`config.mk`:
```
export PLATFORM = sky130hd
export DESIGN_NAME = distance_vector_route_update_core
export DESIGN_NICKNAME = d
export VERILOG_FILES = /design/src/rtl/dvru_pkg.sv /design/src/rtl/dvru_front.sv /design/src/rtl/dvru_queue.sv /design/src/rtl/dvru_back.sv /design/src/rtl/distance_vector_route_update_core.sv
export SDC_FILE = /design/constraint.sdc
export NUM_CORES = 1
export LEC_CHECK = 0
export ABC_AREA = 1
export CAP_MARGIN = 20
export CORE_MARGIN = 2
export CORE_UTILIZATION = 30
export CTS_CLUSTER_DIAMETER = 120
export CTS_CLUSTER_SIZE = 28
export DETAILED_ROUTE_END_ITERATION = 7
export DONT_BUFFER_PORTS = 1
export GPL_ROUTABILITY_DRIVEN = 0
export PLACE_DENSITY_LB_ADDON = 0.15
export RECOVER_POWER = 25
export SYNTH_ARGS = -nofsm -noshare
export SYNTH_HDL_FRONTEND = slang
export SYNTH_HIERARCHICAL = 1
export SYNTH_SLANG_ARGS = --single-unit
```
`constraint.sdc`:
```
create_clock -name clk_i -period 3.9 [get_ports clk_i]
set_input_delay 0.39 -clock clk_i [delete_from_list [all_inputs] [get_ports clk_i]]
set_output_delay 0.39 -clock clk_i [all_outputs]
set_load 0.005 [all_outputs]
```
`src/rtl/dvru_pkg.sv`:
```
// Shared types and constants for the distance-vector route update engine.
// No dependencies; every other file of the block imports this package.
package dvru_pkg;

  localparam int unsigned TABLE_DEPTH = 16;
  localparam int unsigned IDX_W       = $clog2(TABLE_DEPTH);
  localparam int unsigned QUEUE_DEPTH = 2;
  localparam int unsigned QPTR_W      = (QUEUE_DEPTH > 1) ? $clog2(QUEUE_DEPTH) : 1;
  localparam int unsigned QCNT_W      = $clog2(QUEUE_DEPTH + 1);
  localparam int unsigned NBR_COUNT   = 256;
  localparam logic [7:0]  INF_RESET   = 8'd16;

  typedef enum logic [1:0] {
    KIND_ADVERT  = 2'd0,
    KIND_INSTALL = 2'd1,
    KIND_MARK    = 2'd2,
    KIND_RSVD    = 2'd3
  } kind_e;

  typedef enum logic [2:0] {
    ACT_IGNORED   = 3'd0,
    ACT_ADDED     = 3'd1,
    ACT_REFRESHED = 3'd2,
    ACT_REPLACED  = 3'd3,
    ACT_DROPPED   = 3'd4,
    ACT_FULL      = 3'd5
  } action_e;

  typedef enum logic [2:0] {
    OP_ADVERT,
    OP_INSTALL,
    OP_DROP,
    OP_MARK,
    OP_IGNORE
  } op_e;

  typedef struct packed {
    logic [1:0] kind;
    logic [7:0] neighbor_id;
    logic [7:0] destination;
    logic [7:0] distance;
    logic [7:0] link_cost;
  } item_t;

  typedef struct packed {
    logic [2:0]  action;
    logic [15:0] update_count;
  } result_t;

  // Classified command handed from the front end to the table engine.
  typedef struct packed {
    op_e        op;
    logic [7:0] nb;
    logic [7:0] dst;
    logic [7:0] metric;
  } cmd_t;

  typedef struct packed {
    logic empty;
    logic full;
  } q_stat_t;

endpackage

```
`src/rtl/dvru_front.sv`:
```
// Front end: holds the infinity register, accepts items and classifies them.
// Depends on dvru_pkg.
module dvru_front
  import dvru_pkg::*;
(
  input  logic       clk_i,
  input  logic       rst_ni,
  input  logic       cfg_we_i,
  input  logic [7:0] cfg_wdata_i,
  input  logic       start_i,
  input  item_t      item_i,
  input  q_stat_t    q_stat_i,
  output logic       busy_o,
  output logic       push_o,
  output cmd_t       cmd_o
);

  logic [7:0] inf_q;
  logic [8:0] sum;
  logic [7:0] sat;

  always_ff @(posedge clk_i or negedge rst_ni) begin
    if (!rst_ni) begin
      inf_q <= INF_RESET;
    end else if (cfg_we_i) begin
      inf_q <= cfg_wdata_i;
    end
  end

  // The advertised distance plus link cost, clamped at infinity.
  assign sum = {1'b0, item_i.distance} + {1'b0, item_i.link_cost};
  assign sat = (sum > {1'b0, inf_q}) ? inf_q : sum[7:0];

  always_comb begin
    cmd_o.nb     = item_i.neighbor_id;
    cmd_o.dst    = item_i.destination;
    cmd_o.metric = item_i.distance;
    case (kind_e'(item_i.kind))
      KIND_ADVERT: begin
        cmd_o.metric = sat;
        if (sat == inf_q && item_i.destination == item_i.neighbor_id) begin
          cmd_o.op = OP_DROP;
        end else begin
          cmd_o.op = OP_ADVERT;
        end
      end
      KIND_INSTALL: cmd_o.op = OP_INSTALL;
      KIND_MARK:    cmd_o.op = OP_MARK;
      default:      cmd_o.op = OP_IGNORE;
    endcase
  end

  assign busy_o = q_stat_i.full;
  assign push_o = start_i && !q_stat_i.full;

endmodule

```
`src/rtl/dvru_queue.sv`:
```
// Small command queue between the front end and the table engine.
// Depends on dvru_pkg.
module dvru_queue
  import dvru_pkg::*;
(
  input  logic    clk_i,
  input  logic    rst_ni,
  input  logic    push_i,
  input  cmd_t    cmd_i,
  input  logic    pop_i,
  output cmd_t    cmd_o,
  output q_stat_t q_stat_o
);

  cmd_t              mem_q [QUEUE_DEPTH];
  logic [QPTR_W-1:0] wr_ptr_q;
  logic [QPTR_W-1:0] rd_ptr_q;
  logic [QCNT_W-1:0] cnt_q;
  logic              do_push;
  logic              do_pop;

  function automatic logic [QPTR_W-1:0] ptr_next(input logic [QPTR_W-1:0] p);
    if (p == QPTR_W'(QUEUE_DEPTH - 1)) begin
      return '0;
    end
    return p + QPTR_W'(1);
  endfunction

  assign q_stat_o.empty = (cnt_q == '0);
  assign q_stat_o.full  = (cnt_q == QCNT_W'(QUEUE_DEPTH));
  assign do_push        = push_i && !q_stat_o.full;
  assign do_pop         = pop_i && !q_stat_o.empty;
  assign cmd_o          = mem_q[rd_ptr_q];

  always_ff @(posedge clk_i) begin
    if (do_push) begin
      mem_q[wr_ptr_q] <= cmd_i;
    end
  end

  always_ff @(posedge clk_i or negedge rst_ni) begin
    if (!rst_ni) begin
      wr_ptr_q <= '0;
      rd_ptr_q <= '0;
      cnt_q    <= '0;
    end else begin
      if (do_push) begin
        wr_ptr_q <= ptr_next(wr_ptr_q);
      end
      if (do_pop) begin
        rd_ptr_q <= ptr_next(rd_ptr_q);
      end
      if (do_push && !do_pop) begin
        cnt_q <= cnt_q + QCNT_W'(1);
      end else if (do_pop && !do_push) begin
        cnt_q <= cnt_q - QCNT_W'(1);
      end
    end
  end

endmodule

```
`src/rtl/dvru_back.sv`:
```
// Table engine: scans the route table one entry per cycle, applies the update,
// keeps the adjacency map and the change counter, and drives the result.
// Depends on dvru_pkg.
module dvru_back
  import dvru_pkg::*;
(
  input  logic    clk_i,
  input  logic    rst_ni,
  input  q_stat_t q_stat_i,
  input  cmd_t    cmd_i,
  output logic    pop_o,
  output logic    result_valid_o,
  output result_t result_o
);

  typedef enum logic [1:0] {
    S_IDLE,
    S_SCAN,
    S_DECIDE
  } state_e;

  state_e               state_q;
  cmd_t                 cmd_q;
  logic [IDX_W-1:0]     idx_q;
  logic                 hit_q;
  logic [IDX_W-1:0]     hit_idx_q;
  logic [7:0]           hit_dist_q;
  logic [7:0]           hit_hop_q;
  logic                 free_q;
  logic [IDX_W-1:0]     free_idx_q;
  logic [15:0]          cnt_q;
  logic [15:0]          cnt_d;
  logic [NBR_COUNT-1:0] nbr_q;
  logic [TABLE_DEPTH-1:0] valid_q;
  logic                 res_valid_q;
  result_t              res_q;

  logic [7:0] rt_dst_q  [TABLE_DEPTH];
  logic [7:0] rt_dist_q [TABLE_DEPTH];
  logic [7:0] rt_hop_q  [TABLE_DEPTH];

  logic             wr_en;
  logic [IDX_W-1:0] wr_idx;
  action_e          act;
  logic             inc;

  assign pop_o          = (state_q == S_IDLE) && !q_stat_i.empty;
  assign result_valid_o = res_valid_q;
  assign result_o       = res_q;

  // Decision once the scan has found the first match and the lowest free entry.
  always_comb begin
    wr_en  = 1'b0;
    wr_idx = hit_idx_q;
    act    = ACT_IGNORED;
    inc    = 1'b0;
    if (cmd_q.op == OP_ADVERT) begin
      if (!hit_q) begin
        if (free_q) begin
          wr_en  = 1'b1;
          wr_idx = free_idx_q;
          act    = ACT_ADDED;
          inc    = 1'b1;
        end else begin
          act = ACT_FULL;
        end
      end else if (hit_hop_q == cmd_q.nb) begin
        if (hit_dist_q != cmd_q.metric) begin
          wr_en = 1'b1;
          act   = ACT_REFRESHED;
          inc   = 1'b1;
        end
      end else if (hit_dist_q > cmd_q.metric) begin
        wr_en = 1'b1;
        act   = ACT_REPLACED;
        inc   = 1'b1;
      end
    end else begin
      if (hit_q) begin
        wr_en = 1'b1;
        act   = ACT_REFRESHED;
      end else if (free_q) begin
        wr_en  = 1'b1;
        wr_idx = free_idx_q;
        act    = ACT_ADDED;
      end else begin
        act = ACT_FULL;
      end
    end
    cnt_d = cnt_q + {15'd0, inc};
  end

  // An advertised refresh keeps destination and hop, so a whole-entry write suffices.
  always_ff @(posedge clk_i) begin
    if (state_q == S_DECIDE && wr_en) begin
      rt_dst_q[wr_idx]  <= cmd_q.dst;
      rt_dist_q[wr_idx] <= cmd_q.metric;
      rt_hop_q[wr_idx]  <= cmd_q.nb;
    end
  end

  always_ff @(posedge clk_i or negedge rst_ni) begin
    if (!rst_ni) begin
      state_q     <= S_IDLE;
      cmd_q       <= '0;
      idx_q       <= '0;
      hit_q       <= 1'b0;
      hit_idx_q   <= '0;
      hit_dist_q  <= '0;
      hit_hop_q   <= '0;
      free_q      <= 1'b0;
      free_idx_q  <= '0;
      cnt_q       <= '0;
      nbr_q       <= '0;
      valid_q     <= '0;
      res_valid_q <= 1'b0;
      res_q       <= '0;
    end else begin
      res_valid_q <= 1'b0;
      case (state_q)
        S_IDLE: begin
          if (!q_stat_i.empty) begin
            cmd_q <= cmd_i;
            case (cmd_i.op)
              OP_ADVERT, OP_INSTALL: begin
                state_q <= S_SCAN;
                idx_q   <= '0;
                hit_q   <= 1'b0;
                free_q  <= 1'b0;
              end
              OP_DROP: begin
                nbr_q[cmd_i.nb] <= 1'b0;
                res_valid_q     <= 1'b1;
                res_q           <= '{action: ACT_DROPPED, update_count: cnt_q};
              end
              OP_MARK: begin
                nbr_q[cmd_i.nb] <= 1'b1;
                res_valid_q     <= 1'b1;
                res_q           <= '{action: ACT_IGNORED, update_count: cnt_q};
              end
              default: begin
                res_valid_q <= 1'b1;
                res_q       <= '{action: ACT_IGNORED, update_count: cnt_q};
              end
            endcase
          end
        end
        S_SCAN: begin
          if (valid_q[idx_q] && rt_dst_q[idx_q] == cmd_q.dst && !hit_q) begin
            hit_q      <= 1'b1;
            hit_idx_q  <= idx_q;
            hit_dist_q <= rt_dist_q[idx_q];
            hit_hop_q  <= rt_hop_q[idx_q];
          end
          if (!valid_q[idx_q] && !free_q) begin
            free_q     <= 1'b1;
            free_idx_q <= idx_q;
          end
          if (idx_q == IDX_W'(TABLE_DEPTH - 1)) begin
            state_q <= S_DECIDE;
          end else begin
            idx_q <= idx_q + IDX_W'(1);
          end
        end
        S_DECIDE: begin
          if (wr_en) begin
            valid_q[wr_idx] <= 1'b1;
          end
          cnt_q       <= cnt_d;
          res_valid_q <= 1'b1;
          res_q       <= '{action: act, update_count: cnt_d};
          state_q     <= S_IDLE;
        end
        default: state_q <= S_IDLE;
      endcase
    end
  end

endmodule

```
`src/rtl/distance_vector_route_update_core.sv`:
```
// Top level of the distance-vector route update engine.
// Depends on dvru_pkg, dvru_front, dvru_queue and dvru_back.
//
// Usage:
//   Items enter on item_i and are taken at a rising edge where start_i is high
//   and busy_o is low. busy_o rises only while the two-entry command queue is
//   full. Every item yields exactly one result on result_o, shown for a single
//   cycle with result_valid_o high; the receiver must take it in that cycle.
//   The user writes the infinity metric through cfg_we_i/cfg_wdata_i only while
//   idle; the block itself does not enforce this.
// Flow:
//   Neighbor drop, neighbor mark and unknown kinds give their result once the
//   engine takes them from the queue. Advertised and installed routes walk the
//   route table one entry per cycle, then a decide state writes the entry and
//   registers the result. The engine takes one command at a time; the queue
//   lets the next items be taken while a scan runs.
// Reset:
//   rst_ni clears the route valid bits, the adjacency map, the change counter
//   and the queue, and sets the infinity metric to 16. No clearing pass is run.
module distance_vector_route_update_core
  import dvru_pkg::*;
(
  input  logic       clk_i,
  input  logic       rst_ni,
  input  logic       cfg_we_i,
  input  logic [7:0] cfg_wdata_i,
  input  logic       start_i,
  input  item_t      item_i,
  output logic       busy_o,
  output logic       result_valid_o,
  output result_t    result_o
);

  q_stat_t q_stat;
  cmd_t    front_cmd;
  cmd_t    head_cmd;
  logic    push;
  logic    pop;

  dvru_front u_front (
    .clk_i       (clk_i),
    .rst_ni      (rst_ni),
    .cfg_we_i    (cfg_we_i),
    .cfg_wdata_i (cfg_wdata_i),
    .start_i     (start_i),
    .item_i      (item_i),
    .q_stat_i    (q_stat),
    .busy_o      (busy_o),
    .push_o      (push),
    .cmd_o       (front_cmd)
  );

  dvru_queue u_queue (
    .clk_i    (clk_i),
    .rst_ni   (rst_ni),
    .push_i   (push),
    .cmd_i    (front_cmd),
    .pop_i    (pop),
    .cmd_o    (head_cmd),
    .q_stat_o (q_stat)
  );

  dvru_back u_back (
    .clk_i          (clk_i),
    .rst_ni         (rst_ni),
    .q_stat_i       (q_stat),
    .cmd_i          (head_cmd),
    .pop_o          (pop),
    .result_valid_o (result_valid_o),
    .result_o       (result_o)
  );

  // An accepted beat is visible in the queue on the next cycle.
  a_push_lands: assert property (@(posedge clk_i) disable iff (!rst_ni)
    start_i && !busy_o |=> !q_stat.empty)
    else $error("accepted beat did not reach the command queue");

  // The result register only changes when a result is strobed.
  a_result_holds: assert property (@(posedge clk_i) disable iff (!rst_ni)
    !result_valid_o |=> (result_valid_o || $stable(result_o)))
    else $error("result changed without a strobe");

  // A table change moves the count by at most one: advertised routes add one, installs none.
  a_count_step: assert property (@(posedge clk_i) disable iff (!rst_ni)
    result_valid_o && (result_o.action == ACT_ADDED || result_o.action == ACT_REFRESHED ||
                       result_o.action == ACT_REPLACED)
    |-> (result_o.update_count == $past(result_o.update_count) + 16'd1 ||
         result_o.update_count == $past(result_o.update_count)))
    else $error("update count moved by more than one");

  // Drops, full table and ignored items leave the count alone.
  a_count_hold: assert property (@(posedge clk_i) disable iff (!rst_ni)
    result_valid_o && (result_o.action == ACT_DROPPED || result_o.action == ACT_FULL ||
                       result_o.action == ACT_IGNORED)
    |-> result_o.update_count == $past(result_o.update_count))
    else $error("update count moved without a table change");

endmodule
```
==> impl_metrics.ini <==
[global_route]
antenna_found_initial = 2
grt_overflow_total = 0
grt_usage_pct = 16.52
grt_pass1_vias = 15870
grt_pass1_wl_mm = 103.6
grt_max_degree = 154

[timing]
grt_setup_unrepaired = no
fin_ws_ns = 0.4763
setup_viol = 0
fin_crit_sh_pct = 87.79
clock.fmax_ghz = 0.2921
slew_headroom_pct = -24.68
tightest_slew_ns = 1.870
fin_crit_ns = 3.424
slew_violations = 124
finalClockSkew_ns = 0.03373
fin_setup_tns_ns = 0
hold_viol = 0

[final_layout]
fin_nets = 2354
drive_above_1_share_pct = 5.839
fill_cells = 8065
ff_latch_area_mm2 = 0.01624
multi_input_area_mm2 = 0.006599
areaGrowthSynthToFinish_pct = 9.352

[detailed_routing]
drtIter0Drc = 1269
drtPass1Iterations = 5
route.detailed.drc = 0
route.met3.wl_mm = 3.201
wirelength_mm = 68.83
dr.max_layer_used = met4
met2_wirelength_mm = 33.43
wl_per_cell_um = 20.51
via_per_inst = 4.764
num_vias = 15990
ant_nets = 0
met1_length_mm = 30.56

[clock_network]
htreeDepth = 1
cts.path.max_buffers = 3
clock_sinks = 561
clk_latency_ns = 0.60
clockRootBuffer = clkbuf_16
cts_tree = built
post_cts_resized = 0
numCtsBuffers = 24
post-cts-setup-buffers = 0
clk_pin_slew_ns = 0.11
cts_hold_buffers = 27

[pwr]
peakVddDrop_mv = 0.7793
p_comb_share_pct = 37.1
power_frac_clock_pct = 17.7
internal_power_mw = 10.53
sw_frac_of_total_pct = 40.34
p_sw_mw = 7.118
leakagePower_nw = 10.62
seq_power_share_pct = 45.3
pwr_density_cell_mw_per_mm2 = 664.6

[critical_path]
ff2ff_path_depth = 18
r2r_end = u_back/result_o[14]
r2r_setup_slack_ns = 0.48
required_ns = 4.40
worstSetupStartpointType = flip-flop
crit_start = u_back/cmd_q[22]
worst-setup-path-type = flip-flop to flip-flop
cp-end-kind = flip-flop
r2r_start = u_back/cmd_q[22]
worstPathMaxFanout = 18
crit_arrival_ns = 3.92

[place]
dp.final_hpwl_mm = 40.68
io_buffers = 0
place_ws_ns = 0.3829

[synthesis]
yosysTopAreaCell = edfxtp_1
ys_types = 42
syn_nets = 2351
synthArstFlopShare_pct = 21.93
synth_edf_count = 438
synth_most_common_cell = nand2_1
synth_top_area_share_pct = 54.16
syn_inst = 2274
ys_ff_latch = 561
syn_area_mm2 = 0.02428
ys_warn_count = 6
synth_common_cells = nand2_1 (608), edfxtp_1 (438), nor2_1 (212), inv_1 (197), o21ai_0 (183)
yosysSeqAreaShare_pct = 66.84
postSynthAreaPerCell_um2 = 10.68
synthFlopType = edfxtp_1
synth.area.top_cells = edfxtp_1 (54%), dfrtp_1 (13%), nand2_1 (9.4%)

[hold_path]
hold_path_depth = 2
hold_start = item_i[13]
hold_end = u_queue/mem_q[0][5]
hold_path.class = input port to flip-flop

[die]
design.core.area_mm2 = 0.08029
fp.dieArea_mm2 = 0.08324
die_height_um = 288.5
io_pins = 67
die_w_um = 288.5
rows = 104
initial_core_util_pct = 30.25

[job]
cap_violations = 1

[run_status]
status = finished, violations left
violations = capacitance limit, slew limit
per-stage QoR:
step | power (mW) | hold WS, ns | utilization [%] | cells | instance area (um2)
global placement | 14.67 | 0.09954 | 31.90 | 3284 | 25610
floorplan | 12.19 | 0.09441 | - | 2274 | 24280
finish | 17.65 | 0.06260 | 33.07 | 3356 | 26550
CTS | 17.89 | 0.03064 | 33.16 | 3355 | 26620
global route | 18.82 | 0.05867 | 33.07 | 3356 | 26550
detailed placement | 14.70 | 0.1004 | 31.90 | 3284 | 25610
power by group through the flow:
stage                     clock [mW]  combinational [mW]  sequential, mW
after detailed placement           0                6.57            8.12
after floorplan                    0                4.16            8.04
after global routing            3.42                7.33            8.07
after CTS                       3.25                6.66            7.99
after global placement             0                6.56            8.11
final                           3.12                6.54            7.99
layer usage:
layer,track usage (%),up-vias
met5,0,-
met4,4.028,0
met3,2.243,74
met2,28.56,367
met1,21.91,7890
li1,-,7658
cells in the final DEF, fill, tap and decap left out, drive strengths merged:
| master | instances |
|---|---|
| o21ai | 205 |
| a31oi | 4 |
| nor3 | 5 |
| clkinv | 3 |
| diode | 1 |
| clkbuf | 57 |
| a211oi | 2 |
| nand2 | 613 |
| nand4 | 43 |
| dfrtp | 122 |
| nor2 | 225 |
| dfstp | 1 |
| dlygate4sd3 | 26 |
| and3 | 1 |
| o211ai | 8 |
| o22ai | 42 |
| edfxtp | 438 |
| nand3 | 121 |
| fa | 1 |
| xor2 | 9 |
| nand3b | 2 |
| a21o | 4 |
| ha | 30 |
| or2 | 5 |
| a221oi | 1 |
| buf | 58 |
| a22o | 1 |
| o221ai | 25 |
| inv | 208 |
| a21oi | 14 |
| xnor2 | 20 |
| o21bai | 1 |
flip-flops by register name, indices dropped and copies added (netlist names), 2 cells and up:
signal and cells:
u_back/free_idx_q 4, u_back/rt_dst_q 128, u_back/hit_idx_q 4, u_back/cmd_q 27, u_back/valid_q 16, u_back/idx_q 4
u_back/rt_dist_q 128, u_back/hit_dist_q 8, u_front/inf_q 8, u_back/cnt_q 16, u_queue/mem_q 54, u_queue/cnt_q 2
u_back/rt_hop_q 128, u_back/state_q 2, u_back/hit_hop_q 8, u_back/result_o 19
kinds of logic after synthesis:
logic type / synth area share [%]
buf+inv: 6.065
flops: 66.84
simple gates: 17.19
fa+ha+maj: 1.628
xor+xnor: 1.077
compound gates: 7.193
worst max-delay path, stage by stage, from the launching register on:
cell and delay [ns]:
dfrtp_1 0.73, xnor2_1 0.19, nand4_1 0.11, or2_2 0.32, nand2_1 0.06, nand2_1 0.10, a21oi_1 0.23, ha_1 0.25
ha_1 0.16, nand2_1 0.08, nor2_1 0.15, nand2_1 0.11, nor2_2 0.13, nand3_1 0.12, nor2_1 0.18, nand2_1 0.12
xnor2_2 0.15, nand2_1 0.06, nand2_1 0.06
final cells by class:
type | instances | area share [%]
inverters | 209 | 2.973
clock buffers | 42 | 2.596
repair buffers | 99 | 3.270
well taps | 1060 | 4.995
flip-flops and latches | 561 | 61.16
multi-input cells | 1382 | 24.85
clock inverters | 2 | 0.1461
diodes | 1 | 0.009424
how the worst max path moves through the flow:
stage	end	depth (start not counted)
after CTS	u_back/result_o[14]	18
final	u_back/result_o[14]	18
after global routing	u_back/result_o[15]	17
after detailed placement	u_queue/mem_q[0][25]	18
after global placement	u_queue/mem_q[0][25]	18
after floorplan	u_back/rt_dist_q[0][0]	12
No activity file was read; power rests on OpenSTA's default activity.
